<file path="config.mk">
export PLATFORM = sky130hd
export DESIGN_NAME = sjf_dispatch_scheduler_unit
export DESIGN_NICKNAME = d
export VERILOG_FILES = /design/src/hw/rtl/sjfds_pkg.sv /design/src/hw/rtl/sjfds_dpath.sv /design/src/hw/rtl/sjfds_ctrl.sv /design/src/hw/rtl/sjf_dispatch_scheduler_unit.sv
export VERILOG_INCLUDE_DIRS = /design/src /design/src/hw/rtl
export SDC_FILE = /design/constraint.sdc
export NUM_CORES = 2
export LEC_CHECK = 0
export BUFFER_PORTS_ARGS = -buffer_cell sky130_fd_sc_hd__clkbuf_2
export CAP_MARGIN = 0
export CORE_MARGIN = 2
export CORE_UTILIZATION = 35
export DETAILED_ROUTE_END_ITERATION = 8
export PLACE_DENSITY = 0.54
export SLEW_MARGIN = 20
export SYNTH_ARGS = -nofsm -noshare
export SYNTH_HDL_FRONTEND = slang
export SYNTH_SLANG_ARGS = --single-unit
</file>
<file path="constraint.sdc">
create_clock -name i_clk -period 8.65 [get_ports i_clk]
set_input_delay 0 -clock i_clk [delete_from_list [all_inputs] [get_ports i_clk]]
set_output_delay 0 -clock i_clk [all_outputs]
set_load 0.05 [all_outputs]
</file>
<file path="src/hw/rtl/sjf_dispatch_scheduler_unit_assert.svh">
// assertion macros shared by the scheduler modules
// expects i_clk and i_rst_n in the module that uses them
`ifndef SJF_DISPATCH_SCHEDULER_UNIT_ASSERT_SVH
`define SJF_DISPATCH_SCHEDULER_UNIT_ASSERT_SVH

// consequent checked in the same cycle as the antecedent
`define SJF_ASSERT_SAME(lbl, ante, cons, msg) \
    lbl: assert property (@(posedge i_clk) disable iff (!i_rst_n) (ante) |-> (cons)) \
        else $error(msg);

// consequent checked in the cycle after the antecedent
`define SJF_ASSERT_NEXT(lbl, ante, cons, msg) \
    lbl: assert property (@(posedge i_clk) disable iff (!i_rst_n) (ante) |=> (cons)) \
        else $error(msg);

`endif

</file>
<file path="src/hw/rtl/sjfds_pkg.sv">
// shared types, codes and default sizes for the sjf dispatch scheduler
// no dependencies
`default_nettype none

package sjfds_pkg;

    // default sizes
    localparam int SLOTS_DEF      = 16;
    localparam int BURST_BITS_DEF = 16;
    localparam int TIME_BITS_DEF  = 32;

    // fixed port widths
    localparam int SLOT_W   = 4;
    localparam int BURST_W  = 16;
    localparam int IO_W     = 16;
    localparam int STATUS_W = 2;
    localparam int OTIME_W  = 32;
    localparam int BUSY_W   = 32;

    // item kinds
    localparam logic KIND_POST = 1'b0;
    localparam logic KIND_DISP = 1'b1;

    // result status codes
    localparam logic [STATUS_W-1:0] ST_POSTED   = 2'd0;
    localparam logic [STATUS_W-1:0] ST_REJECTED = 2'd1;
    localparam logic [STATUS_W-1:0] ST_DISPATCH = 2'd2;
    localparam logic [STATUS_W-1:0] ST_NONE     = 2'd3;

    // controller to datapath commands
    typedef struct packed {
        logic capture;   // latch item fields, read the posted slot
        logic scan_clr;  // clear best candidates before a scan
        logic scan_rd;   // read slot at scan index
        logic decide;    // pick the winner, work out start and end
        logic commit;    // write back the dispatch, load the result
        logic post_wr;   // write the posted slot, load the result
        logic rej;       // load a rejected post result
        logic none;      // load a nothing-pending result
    } t_cmd;

    // datapath to controller status
    typedef struct packed {
        logic post_bad;  // item on the inputs is a post that must be rejected
        logic any_pend;  // at least one slot holds a burst
    } t_stat;

endpackage

`default_nettype wire

</file>
<file path="src/hw/rtl/sjfds_dpath.sv">
// datapath: slot tables, scan compare, time and busy accumulators, result beat
// depends on sjfds_pkg and sjf_dispatch_scheduler_unit_assert.svh
`default_nettype none
`include "sjf_dispatch_scheduler_unit_assert.svh"

module sjfds_dpath #(
    parameter int SLOTS      = sjfds_pkg::SLOTS_DEF,
    parameter int BURST_BITS = sjfds_pkg::BURST_BITS_DEF,
    parameter int TIME_BITS  = sjfds_pkg::TIME_BITS_DEF,
    localparam int SIDX      = (SLOTS > 1) ? $clog2(SLOTS) : 1
) (
    input  wire                                   i_clk,
    input  wire                                   i_rst_n,
    input  wire  sjfds_pkg::t_cmd                 i_cmd,
    input  wire  [SIDX-1:0]                       i_idx,
    input  wire  [sjfds_pkg::SLOT_W-1:0]          i_slot,
    input  wire  [sjfds_pkg::BURST_W-1:0]         i_burst,
    input  wire  [sjfds_pkg::IO_W-1:0]            i_io_delay,
    output sjfds_pkg::t_stat                      o_stat,
    output logic [sjfds_pkg::STATUS_W-1:0]        o_status,
    output logic [sjfds_pkg::SLOT_W-1:0]          o_chosen_slot,
    output logic [sjfds_pkg::BURST_W-1:0]         o_run_length,
    output logic [sjfds_pkg::OTIME_W-1:0]         o_start_time,
    output logic [sjfds_pkg::OTIME_W-1:0]         o_end_time,
    output logic                                  o_first_dispatch,
    output logic [sjfds_pkg::BUSY_W-1:0]          o_busy_total
);

    localparam int SUMW   = ((TIME_BITS > BURST_BITS) ? TIME_BITS : BURST_BITS) + 1;
    localparam int BSUM_W = sjfds_pkg::BUSY_W + 1;

    // slot tables
    logic [BURST_BITS-1:0] m_burst [SLOTS];
    logic [TIME_BITS-1:0]  m_ready [SLOTS];
    logic [SLOTS-1:0]      r_pend;
    logic [SLOTS-1:0]      r_rtw;
    logic [SLOTS-1:0]      r_ran;

    logic [TIME_BITS-1:0]  r_cur;
    logic [sjfds_pkg::BUSY_W-1:0] r_busy;

    // captured item
    logic [sjfds_pkg::SLOT_W-1:0] r_slot;
    logic [BURST_BITS-1:0]        r_bin;
    logic [sjfds_pkg::IO_W-1:0]   r_io;

    // registered read data
    logic [BURST_BITS-1:0] r_burst_q;
    logic [TIME_BITS-1:0]  r_ready_q;

    // scan compare stage
    logic                  r_cmp_en;
    logic [SIDX-1:0]       r_cmp_idx;
    logic                  r_a_f;
    logic [SIDX-1:0]       r_a_idx;
    logic [BURST_BITS-1:0] r_a_b;
    logic [TIME_BITS-1:0]  r_a_rt;
    logic                  r_b_f;
    logic [SIDX-1:0]       r_b_idx;
    logic [BURST_BITS-1:0] r_b_b;
    logic [TIME_BITS-1:0]  r_b_rt;

    // decided dispatch
    logic [SIDX-1:0]       r_pick;
    logic [BURST_BITS-1:0] r_pb;
    logic [TIME_BITS-1:0]  r_start;
    logic [TIME_BITS-1:0]  r_end;

    logic [BURST_BITS-1:0] bin_in;
    logic [SIDX-1:0]       in_idx;
    logic                  in_range;
    logic [SIDX-1:0]       rd_idx;
    logic [SIDX-1:0]       ws_idx;
    logic [TIME_BITS-1:0]  ready_rd;
    logic [TIME_BITS:0]    post_sum;
    logic [TIME_BITS-1:0]  post_new;
    logic                  cmp_pend;
    logic                  take_a;
    logic                  take_b;
    logic [SIDX-1:0]       dec_idx;
    logic [BURST_BITS-1:0] dec_b;
    logic [TIME_BITS-1:0]  dec_start;
    logic [SUMW-1:0]       end_sum;
    logic [TIME_BITS-1:0]  dec_end;
    logic [BSUM_W-1:0]     busy_sum;
    logic [sjfds_pkg::BUSY_W-1:0] busy_nx;

    // input decode and post check
    assign bin_in   = BURST_BITS'(i_burst);
    assign in_idx   = SIDX'(i_slot);
    assign in_range = (32'(i_slot) < 32'(SLOTS));
    assign o_stat.post_bad = !in_range || (bin_in == '0) || r_pend[in_idx];
    assign o_stat.any_pend = |r_pend;

    assign rd_idx = i_cmd.capture ? in_idx : i_idx;
    assign ws_idx = SIDX'(r_slot);

    // table reads, one address per cycle
    always_ff @(posedge i_clk) begin
        r_burst_q <= m_burst[rd_idx];
        r_ready_q <= m_ready[rd_idx];
    end

    // table writes
    always_ff @(posedge i_clk) begin
        if (i_cmd.post_wr) begin
            m_burst[ws_idx] <= r_bin;
            m_ready[ws_idx] <= post_new;
        end else if (i_cmd.commit) begin
            m_ready[r_pick] <= r_end;
        end
    end

    // post: saturating ready time update
    always_comb begin
        ready_rd = r_rtw[ws_idx] ? r_ready_q : '0;
        post_sum = {1'b0, ready_rd} + (TIME_BITS+1)'(r_io);
        post_new = post_sum[TIME_BITS] ? '1 : post_sum[TIME_BITS-1:0];
    end

    // scan compare: best ready slot and earliest pending slot
    always_comb begin
        cmp_pend = r_pend[r_cmp_idx];
        take_a = r_cmp_en && cmp_pend && (r_ready_q <= r_cur) &&
                 (!r_a_f || (r_burst_q < r_a_b) ||
                  ((r_burst_q == r_a_b) && (r_ready_q < r_a_rt)));
        take_b = r_cmp_en && cmp_pend &&
                 (!r_b_f || (r_ready_q < r_b_rt) ||
                  ((r_ready_q == r_b_rt) && (r_burst_q < r_b_b)));
    end

    // decide: winner, start time and saturating end time
    always_comb begin
        dec_idx   = r_a_f ? r_a_idx : r_b_idx;
        dec_b     = r_a_f ? r_a_b : r_b_b;
        dec_start = r_a_f ? r_cur : r_b_rt;
        end_sum   = SUMW'(dec_start) + SUMW'(dec_b);
        dec_end   = (end_sum[SUMW-1:TIME_BITS] != '0) ? '1 : end_sum[TIME_BITS-1:0];
    end

    // saturating busy total
    always_comb begin
        busy_sum = BSUM_W'(r_busy) + BSUM_W'(r_pb);
        busy_nx  = busy_sum[BSUM_W-1] ? '1 : busy_sum[sjfds_pkg::BUSY_W-1:0];
    end

    // control state
    always_ff @(posedge i_clk) begin
        if (!i_rst_n) begin
            r_pend   <= '0;
            r_rtw    <= '0;
            r_ran    <= '0;
            r_cur    <= '0;
            r_busy   <= '0;
            r_cmp_en <= 1'b0;
            r_a_f    <= 1'b0;
            r_b_f    <= 1'b0;
        end else begin
            r_cmp_en <= i_cmd.scan_rd;
            if (i_cmd.post_wr) begin
                r_pend[ws_idx] <= 1'b1;
                r_rtw[ws_idx]  <= 1'b1;
            end
            if (i_cmd.commit) begin
                r_pend[r_pick] <= 1'b0;
                r_ran[r_pick]  <= 1'b1;
                r_cur          <= r_end;
                r_busy         <= busy_nx;
            end
            if (i_cmd.scan_clr) begin
                r_a_f <= 1'b0;
                r_b_f <= 1'b0;
            end else begin
                if (take_a) r_a_f <= 1'b1;
                if (take_b) r_b_f <= 1'b1;
            end
        end
    end

    // payload registers
    always_ff @(posedge i_clk) begin
        r_cmp_idx <= i_idx;
        if (i_cmd.capture) begin
            r_slot <= i_slot;
            r_bin  <= bin_in;
            r_io   <= i_io_delay;
        end
        if (take_a) begin
            r_a_idx <= r_cmp_idx;
            r_a_b   <= r_burst_q;
            r_a_rt  <= r_ready_q;
        end
        if (take_b) begin
            r_b_idx <= r_cmp_idx;
            r_b_b   <= r_burst_q;
            r_b_rt  <= r_ready_q;
        end
        if (i_cmd.decide) begin
            r_pick  <= dec_idx;
            r_pb    <= dec_b;
            r_start <= dec_start;
            r_end   <= dec_end;
        end
    end

    // result beat
    always_ff @(posedge i_clk) begin
        if (i_cmd.rej || i_cmd.none) begin
            o_status         <= i_cmd.rej ? sjfds_pkg::ST_REJECTED : sjfds_pkg::ST_NONE;
            o_chosen_slot    <= i_cmd.rej ? i_slot : '0;
            o_run_length     <= '0;
            o_start_time     <= '0;
            o_end_time       <= '0;
            o_first_dispatch <= 1'b0;
            o_busy_total     <= r_busy;
        end else if (i_cmd.post_wr) begin
            o_status         <= sjfds_pkg::ST_POSTED;
            o_chosen_slot    <= r_slot;
            o_run_length     <= '0;
            o_start_time     <= '0;
            o_end_time       <= '0;
            o_first_dispatch <= 1'b0;
            o_busy_total     <= r_busy;
        end else if (i_cmd.commit) begin
            o_status         <= sjfds_pkg::ST_DISPATCH;
            o_chosen_slot    <= sjfds_pkg::SLOT_W'(r_pick);
            o_run_length     <= sjfds_pkg::BURST_W'(r_pb);
            o_start_time     <= sjfds_pkg::OTIME_W'(r_start);
            o_end_time       <= sjfds_pkg::OTIME_W'(r_end);
            o_first_dispatch <= !r_ran[r_pick];
            o_busy_total     <= busy_nx;
        end
    end

    // checks
    `SJF_ASSERT_SAME(a_decide_has_cand, i_cmd.decide, r_a_f || r_b_f, "decide without candidate")
    `SJF_ASSERT_SAME(a_commit_pending, i_cmd.commit, r_pend[r_pick], "commit of empty slot")
    `SJF_ASSERT_NEXT(a_time_monotonic, i_cmd.commit, r_cur >= $past(r_cur), "time went back")

endmodule

`default_nettype wire

</file>
<file path="src/hw/rtl/sjfds_ctrl.sv">
// controller: sequences post, slot scan, decide and write-back; drives the strobe
// depends on sjfds_pkg and sjf_dispatch_scheduler_unit_assert.svh
`default_nettype none
`include "sjf_dispatch_scheduler_unit_assert.svh"

module sjfds_ctrl #(
    parameter int SLOTS = sjfds_pkg::SLOTS_DEF,
    localparam int SIDX = (SLOTS > 1) ? $clog2(SLOTS) : 1
) (
    input  wire                    i_clk,
    input  wire                    i_rst_n,
    input  wire                    start,
    input  wire                    i_kind,
    input  wire  sjfds_pkg::t_stat i_stat,
    output logic                   busy,
    output logic                   o_strobe,
    output sjfds_pkg::t_cmd        o_cmd,
    output logic [SIDX-1:0]        o_idx
);

    localparam logic [2:0] S_IDLE   = 3'd0;
    localparam logic [2:0] S_POST   = 3'd1;
    localparam logic [2:0] S_SCAN   = 3'd2;
    localparam logic [2:0] S_DRAIN  = 3'd3;
    localparam logic [2:0] S_DECIDE = 3'd4;
    localparam logic [2:0] S_COMMIT = 3'd5;

    localparam logic [SIDX-1:0] LAST_IDX = SIDX'(SLOTS - 1);

    logic [2:0]      r_state;
    logic [2:0]      n_state;
    logic [SIDX-1:0] r_cnt;
    logic [SIDX-1:0] n_cnt;
    logic            r_strobe;
    logic            n_strobe;
    logic            accept;

    assign accept   = start && (r_state == S_IDLE);
    assign busy     = (r_state != S_IDLE);
    assign o_strobe = r_strobe;
    assign o_idx    = r_cnt;

    // next state and commands
    always_comb begin
        n_state = r_state;
        n_cnt   = r_cnt;
        o_cmd   = '0;
        unique case (r_state)
            S_IDLE: begin
                if (accept) begin
                    o_cmd.capture = 1'b1;
                    if (i_kind == sjfds_pkg::KIND_DISP) begin
                        if (i_stat.any_pend) begin
                            o_cmd.scan_clr = 1'b1;
                            n_cnt          = '0;
                            n_state        = S_SCAN;
                        end else begin
                            o_cmd.none = 1'b1;
                        end
                    end else if (i_stat.post_bad) begin
                        o_cmd.rej = 1'b1;
                    end else begin
                        n_state = S_POST;
                    end
                end
            end
            S_POST: begin
                o_cmd.post_wr = 1'b1;
                n_state       = S_IDLE;
            end
            S_SCAN: begin
                o_cmd.scan_rd = 1'b1;
                n_cnt         = r_cnt + 1'b1;
                if (r_cnt == LAST_IDX) begin
                    n_state = S_DRAIN;
                end
            end
            S_DRAIN: begin
                n_state = S_DECIDE;
            end
            S_DECIDE: begin
                o_cmd.decide = 1'b1;
                n_state      = S_COMMIT;
            end
            S_COMMIT: begin
                o_cmd.commit = 1'b1;
                n_state      = S_IDLE;
            end
            default: begin
                n_state = S_IDLE;
            end
        endcase
        n_strobe = o_cmd.rej || o_cmd.none || o_cmd.post_wr || o_cmd.commit;
    end

    // state registers
    always_ff @(posedge i_clk) begin
        if (!i_rst_n) begin
            r_state  <= S_IDLE;
            r_cnt    <= '0;
            r_strobe <= 1'b0;
        end else begin
            r_state  <= n_state;
            r_cnt    <= n_cnt;
            r_strobe <= n_strobe;
        end
    end

    // checks
    `SJF_ASSERT_SAME(a_strobe_when_idle, r_strobe, !busy, "result beat while busy")
    `SJF_ASSERT_NEXT(a_accept_progress, accept, r_strobe || busy, "accepted item dropped")

endmodule

`default_nettype wire

</file>
<file path="src/hw/rtl/sjf_dispatch_scheduler_unit.sv">
// Shortest-job-first dispatch scheduler. An item is taken when start is high and
// busy is low. A rejected post or a dispatch with no pending slot gives its result
// beat on the next cycle and leaves busy low; an accepted post writes its slot in
// the post state first. A dispatch does one slot table read per cycle through a
// single compare stage, then has a drain state for the last read, a decide state
// that picks the winner and works out the end time, and a commit state that
// writes back before its result beat. Each result is on the outputs for exactly
// one cycle while o_strobe is high; there is no backpressure, so the receiver
// must take it then.
// depends on sjfds_pkg, sjfds_ctrl and sjfds_dpath
`default_nettype none

module sjf_dispatch_scheduler_unit #(
    parameter int SLOTS      = sjfds_pkg::SLOTS_DEF,
    parameter int BURST_BITS = sjfds_pkg::BURST_BITS_DEF,
    parameter int TIME_BITS  = sjfds_pkg::TIME_BITS_DEF
) (
    input  wire                                   i_clk,
    input  wire                                   i_rst_n,
    input  wire                                   start,
    output logic                                  busy,
    input  wire                                   i_kind,
    input  wire  [sjfds_pkg::SLOT_W-1:0]          i_slot,
    input  wire  [sjfds_pkg::BURST_W-1:0]         i_burst,
    input  wire  [sjfds_pkg::IO_W-1:0]            i_io_delay,
    output logic                                  o_strobe,
    output logic [sjfds_pkg::STATUS_W-1:0]        o_status,
    output logic [sjfds_pkg::SLOT_W-1:0]          o_chosen_slot,
    output logic [sjfds_pkg::BURST_W-1:0]         o_run_length,
    output logic [sjfds_pkg::OTIME_W-1:0]         o_start_time,
    output logic [sjfds_pkg::OTIME_W-1:0]         o_end_time,
    output logic                                  o_first_dispatch,
    output logic [sjfds_pkg::BUSY_W-1:0]          o_busy_total
);

    localparam int SIDX = (SLOTS > 1) ? $clog2(SLOTS) : 1;

    sjfds_pkg::t_cmd  cmd;
    sjfds_pkg::t_stat stat;
    logic [SIDX-1:0]  scan_idx;

    // sequencer
    sjfds_ctrl #(
        .SLOTS(SLOTS)
    ) u_ctrl (
        .i_clk   (i_clk),
        .i_rst_n (i_rst_n),
        .start   (start),
        .i_kind  (i_kind),
        .i_stat  (stat),
        .busy    (busy),
        .o_strobe(o_strobe),
        .o_cmd   (cmd),
        .o_idx   (scan_idx)
    );

    // slot tables and arithmetic
    sjfds_dpath #(
        .SLOTS     (SLOTS),
        .BURST_BITS(BURST_BITS),
        .TIME_BITS (TIME_BITS)
    ) u_dpath (
        .i_clk           (i_clk),
        .i_rst_n         (i_rst_n),
        .i_cmd           (cmd),
        .i_idx           (scan_idx),
        .i_slot          (i_slot),
        .i_burst         (i_burst),
        .i_io_delay      (i_io_delay),
        .o_stat          (stat),
        .o_status        (o_status),
        .o_chosen_slot   (o_chosen_slot),
        .o_run_length    (o_run_length),
        .o_start_time    (o_start_time),
        .o_end_time      (o_end_time),
        .o_first_dispatch(o_first_dispatch),
        .o_busy_total    (o_busy_total)
    );

endmodule

`default_nettype wire

</file>
Yosys cells after proc, flatten, opt, wreduce, memory -nomap -nowiden
Memories as Yosys holds them, arrays and structs flattened. A register that Yosys moved wholly into a read port is not among the register bits.
Index checks and enable logic that the tools add are counted.
{"block": "op_classes", "add_sub_neg": 4, "n_lt_le_gt_ge": 11, "n_eq_ne": 14, "mux": 65, "bitwise_logic": 6, "reduce_logical": 31}
{"operator": "32-bit two-way mux", "count": 8}
{"operator": "32-bit by 16-bit adder with 33-bit output", "count": 3}
{"operator": "32-bit less-than comparator", "count": 2}
{"operator": "16-bit two-way mux", "count": 4}
{"operator": "16-bit bitwise OR", "count": 3}
{"operator": "4-bit two-way mux", "count": 10}
{"operator": "32-bit equality test", "count": 1}
{"operator": "32-bit less-or-equal comparator", "count": 1}
{"operator": "16-bit less-than comparator", "count": 2}
{"operator": "32-bit OR reduction", "count": 1}
{"operator": "1-bit two-way mux", "count": 22}
{"operator": "4-bit by 5-bit less-than comparator with 1-bit output, second input constant", "count": 4}
{"operator": "16-bit bitwise AND", "count": 1}
{"operator": "1-bit binary-select mux with 4-bit select", "count": 4}
{"operator": "16-bit equality test", "count": 1}
{"operator": "16-bit logical NOT", "count": 1}
{"operator": "2-bit two-way mux", "count": 8}
{"operator": "16-bit NOT", "count": 1}
{"operator": "16-bit OR reduction", "count": 1}
{"operator": "3-bit two-way mux", "count": 5}
{"operator": "3-bit case mux with 4 select lines", "count": 1}
{"operator": "1-bit logical AND", "count": 9}
{"operator": "1-bit demux with 4-bit select", "count": 2}
{"operator": "4-bit by 1-bit >= comparator with 1-bit output, second input constant", "count": 2}
{"operator": "17 further kinds", "count": 34}
{"block": "word_totals", "regBits": 470, "ram_bits": 768, "input_bits": 40, "output_inout_bits": 121, "wordCells": 165, "n_memories": 2}
{"name": "u_dpath.m_ready", "words": 16, "word_bits": 32, "rd": 1, "rd_ports_with_merged_regs": 1, "wr": 1, "line": "sjfds_dpath.sv:34", "text": "logic [TIME_BITS-1:0] m_ready [SLOTS];"}
{"name": "u_dpath.m_burst", "words": 16, "word_bits": 16, "rd": 1, "rd_ports_with_merged_regs": 1, "wr": 1, "line": "sjfds_dpath.sv:33", "text": "logic [BURST_BITS-1:0] m_burst [SLOTS];"}

Logic depth before layout (Yosys ltp)
{"block": "logic_depth", "ltp_word": 10, "depth_mapped": 20}

By module
From an unflattened synthesis, not the netlist that was laid out.
{"block": "hier_totals", "cells_unflattened": 3707, "area_unflattened_um2": 54145.7}
{"mod": "sjfds_dpath", "n_inst": 1, "cells_each": 3648, "area_per_inst_um2": 53667.7, "seq_area_each_um2": 35894.4}
{"mod": "sjfds_ctrl", "n_inst": 1, "cells_each": 59, "area_per_inst_um2": 478.0, "seq_area_each_um2": 160.2}

Worst setup path before layout
OpenSTA, ideal clock, no wires.
{"block": "synth_path", "path_kind": "reg2reg", "start": "register u_ctrl.r_state[2]", "end": "register u_dpath.r_end[0] (enable)", "setup_ns": 0.649, "t_arrival_ns": 6.748, "required_ns": 8.001, "slack_ns": 1.253, "stages_incl_launch_ff": 3, "cell_sequence": "dfxtp_1 > clkbuf_1 > nor3b_1"}
{"block": "synth_between", "elab_chain_len": 2}
{"item": "start: declaration", "line": "sjfds_ctrl.sv:30", "text": "logic [2:0] r_state;"}
{"item": "start signal: assignment", "line": "sjfds_ctrl.sv:103", "text": "r_state <= n_state;"}
{"item": "3-bit equality test", "line": "sjfds_ctrl.sv:48", "text": "unique case (r_state)"}
{"item": "1-bit two-way mux", "line": "sjfds_ctrl.sv:48"}
{"item": "end signal: assignment", "line": "sjfds_dpath.sv:202", "text": "r_end <= dec_end;"}
{"item": "end: declaration", "line": "sjfds_dpath.sv:67", "text": "logic [TIME_BITS-1:0] r_end;"}
Every way passes these cells.
A chain may end at the register's enable or synchronous reset.

Worst setup path after layout
{"block": "layout_path", "start": "register u_dpath.r_slot[3] (netlist bit)", "end": "memory u_dpath.m_ready[14][21] (netlist bit) (data pin)"}
{"block": "layout_between", "elab_chain_len": 6}
{"item": "start: declaration", "line": "sjfds_dpath.sv:43", "text": "logic [sjfds_pkg::SLOT_W-1:0] r_slot;"}
{"item": "start signal: assignment", "line": "sjfds_dpath.sv:184", "text": "r_slot <= i_slot;"}
{"item": "1-bit binary-select mux with 4-bit select", "line": "sjfds_dpath.sv:116", "text": "ready_rd = r_rtw[ws_idx] ? r_ready_q : '0;"}
{"item": "1-bit two-way mux (implied by the code)", "line": "sjfds_dpath.sv:116"}
{"item": "32-bit two-way mux", "line": "sjfds_dpath.sv:116"}
{"item": "32-bit by 16-bit adder with 33-bit output", "line": "sjfds_dpath.sv:117", "text": "post_sum = {1'b0, ready_rd} + (TIME_BITS+1)'(r_io);"}
{"item": "32-bit two-way mux", "line": "sjfds_dpath.sv:118", "text": "post_new = post_sum[TIME_BITS] ? '1 : post_sum[TIME_BITS-1:0];"}
{"item": "32-bit two-way mux (no line)"}
{"item": "end: declaration", "line": "sjfds_dpath.sv:34"}
Every way passes these cells. The select of a mux whose other input is x is not followed.

==> impl_metrics.json <==
{
  "status": "completed",
  "route.vias.total": 31998,
  "worstPathRequired_ps": 8970,
  "synthTopCellsByArea": "edfxtp_1 58%, dfxtp_1 9.6%, mux4_2 8.7%",
  "fmaxAchievable_mhz": 166.8,
  "synth_edf_count": 1030,
  "critPathMostFrequentCell": "buf_4",
  "dp.cells": 5813,
  "p_sw_share_pct": 24.50,
  "cp_top_family": "compound AO/OA/AOI/OAI gates",
  "grt_max_degree": 115,
  "dp_hpwl_um": 85050,
  "post_cts_buffers": 0,
  "post_cts_resized": 0,
  "post-route-period-util_pct": 69.29,
  "synth_top_area_share_pct": 57.78,
  "gp_congestion": 0.8620,
  "clkSinkCount": 1286,
  "fin_skew_ps": 26.73,
  "grt_overflow": 0,
  "die_x_um": 395.1,
  "cts_tree": "built",
  "worst_path_max_delay_cell": "edfxtp_1",
  "finalHoldViolations": 0,
  "totalWireLength_um": 141100,
  "relSlewSlack_pct": 22.25,
  "leakage_nw": 21.68,
  "maxCapViolCount": 0,
  "ios": 161,
  "core_area_sq_um": 151900,
  "ys_async_sr_fraction_pct": 0,
  "ys.flop_type": "edfxtp_1",
  "total_power_mw": 14.36,
  "finalCriticalPeriod_ps": 5994,
  "antenna_found_initial": 9,
  "drtIter0Drc": 2709,
  "slowest_delay_ps": 880,
  "crit_arrival_ps": 6320,
  "clockPowerShare_pct": 39.6,
  "holdBufCountCts": 66,
  "clk_latency_ps": 760,
  "slew_viol_final": 0,
  "cts_buffers": 134,
  "switchingPower_mw": 3.519,
  "drtPass1Iterations": 5,
  "dieHeight_um": 395.1,
  "p_int_mw": 10.84,
  "crit_buf_inv": 2,
  "finalNonFillerCells": 6131,
  "setup_viol": 0,
  "htree_levels": 4,
  "hold_class": "in2reg",
  "crit_path_cell_trace": "mux2i_1 > a22oi_1 > nand4_1 > o21ai_2 > buf_4 > and2_1 > ha_1 > a2111oi_0 > o21ai_0 > a311o_1 > a211o_1 > a21oi_2 > buf_4 > or4b_1 > nand2b_1 > o211ai_1",
  "cp_max_fo": 24,
  "clockBufferDepth": 3,
  "fin_tns_setup_ps": 0,
  "fp-row-count": 143,
  "grtUsageTotal_pct": 17.90,
  "yosys_warnings": 0,
  "grt_pass1_wl_um": 208000,
  "final_net_count": 4208,
  "avgViaCountPerCell": 5.219,
  "wire_per_inst_um": 23.01,
  "die_area_sq_um": 156100,
  "critPathKind": "reg2reg",
  "synth_cell_types": 78,
  "start_util_pct": 35.24,
  "cp-start-kind": "flop",
  "cts-root-buf": "clkbuf_16",
  "nFillCells": 13938,
  "drc": 0,
  "synthCells": 3730,
  "grt_pass1_vias": 31267,
  "seq_area_frac_synth_pct": 67.35,
  "clk_pin_slew_worst_paths_ps": 60,
  "p_seq_share_pct": 50.3,
  "ys_ff_latch": 1286,
  "syn2layout_area_growth_pct": 16.07,
  "synth_area_sq_um": 53530,
  "end_kind": "flop",
  "power_frac_comb_pct": 10.1,
  "synth.largest_area_cell": "edfxtp_1",
  "grt_setup_unrepaired": "false",
  "whs_ps": 66.84,
  "synth_most_common_cell": "edfxtp_1",
  "synth.avg_cell_area_sq_um": 14.35,
  "ir_drop_mv": 0.1827,
  "power_density_nw_per_um2": 231.2,
  "antenna_left": 0,
  "syn_nets": 3948,
  "worst_pin_slew_ps": 1154,
  "port-buffer-count": 160,
  "final_layout_size_suffix_gt1_share_pct": 17.42,
  "synth_common_cells": "1030 x edfxtp_1, 474 x nand2_1, 256 x dfxtp_1"
}
[cell families (layout without fill, tap and decap cells)]
family / after synthesis / after routing / share of synthesized area [%]
AND/OR/NAND/NOR: 1032 / 1032 / 8.594
adder cells (fa/ha/maj): 178 / 178 / 4.202
multiplexers: 242 / 242 / 9.384
flip-flops: 1286 / 1286 / 67.35
other: 0 / 2 / 0
XOR/XNOR: 57 / 57 / 0.9326
buffers and inverters: 323 / 692 / 2.372
AO/OA/AOI/OAI: 612 / 612 / 7.164
[layer usage]
metal | GRT usage (%) | up-vias | wire, um | part of all wire (%)
met4 | 5.173 | 2 | 3307 | 2.3
met5 | 0 | - | 9 | 0.0064
met3 | 2.801 | 190 | 7294 | 5.2
met2 | 28.45 | 838 | 65510 | 46
li1 | - | 14642 | - | -
met1 | 25.37 | 16326 | 64950 | 46
[area by class of cell]
cell class | instances | area [sq um] | share of cell area (%)
Sequential cell | 1286 | 36060 | 58.03
Multi-Input combinational cell | 2121 | 16650 | 26.79
Clock buffer | 181 | 3717 | 5.983
Inverter | 158 | 594.3 | 0.9565
Clock inverter | 64 | 590.6 | 0.9505
Timing Repair Buffer | 289 | 1982 | 3.190
Antenna cell | 2 | 5.005 | 0.008055
Tap cell | 2030 | 2540 | 4.088
[through the flow]
| step | utilization, % | setup slack, ps | cell area (sq um) |
|---|---|---|---|
| final | 40.90 | 2656 | 62130 |
| after global routing | 40.90 | 2332 | 62130 |
| after floorplan | - | 1253 | 53530 |
| after CTS | 40.81 | 2495 | 61990 |
| after detailed placement | 37.54 | 2556 | 57020 |
| after global placement | 37.54 | 2624 | 57020 |
[worst register-to-register path: cells and delay by family (launching register included)]
family	cells	cell delay, ps
AOI/OAI and AO/OA	8	2390
adders and majority gates	1	280
buffers and inverters	2	520
DFF	1	880
muxes	1	190
and+or+nand+nor	4	1290
[power groups by stage]
stage | clock (mW) | sequential (mW) | combinational [mW]
after global routing | 6.05 | 7.24 | 1.60
after detailed placement | 0 | 7.36 | 1.42
after global placement | 0 | 7.36 | 1.40
after floorplan | 0 | 7.31 | 0.944
final | 5.68 | 7.23 | 1.45
after CTS | 5.82 | 7.23 | 1.45
[worst paths after layout]
check	depth (start not counted)	slack (ps)	end	from
max	16	2660	u_dpath.m_ready[14][21]$_DFFE_PP_	u_dpath.r_slot[3]$_DFFE_PP_
min reg2reg	2	440	u_dpath.o_end_time[31]$_SDFFE_PP0N_	u_dpath.o_end_time[31]$_SDFFE_PP0N_
min	2	70	u_dpath.r_bin[14]$_DFFE_PP_	i_burst[14]
max reg2reg	16	2660	u_dpath.m_ready[14][21]$_DFFE_PP_	u_dpath.r_slot[3]$_DFFE_PP_
[sequential cells by signal (all words and copies together) (netlist names), 32 cells and up]
register              flops
u_dpath.m_burst         256
u_dpath.m_ready         512
u_dpath.o_busy_total     32
u_dpath.o_end_time       32
u_dpath.o_start_time     32
u_dpath.r_a_rt           32
u_dpath.r_b_rt           32
u_dpath.r_busy           32
u_dpath.r_cur            32
u_dpath.r_end            32
u_dpath.r_ready_q        32
u_dpath.r_start          32
[layout by cell type, fill, tap and decap left out, types with 20 or more instances in the layout]
master,count
edfxtp_1,1030
nand2_1,473
dfxtp_1,255
nor2_1,225
mux4_2,206
a21oi_1,184
ha_1,175
clkbuf_2,160
inv_1,157
clkbuf_16,140
o21ai_0,106
a31oi_1,73
and2_1,73
a211oi_1,72
dlygate4sd3_1,66
buf_4,56
nand3_1,49
a21o_1,40
nand4_1,37
nor3_1,37
clkbuf_1,35
xnor2_1,31
nor2_4,29
xor2_1,26
and3_1,20
No activity file was read; power rests on OpenSTA's default activity.
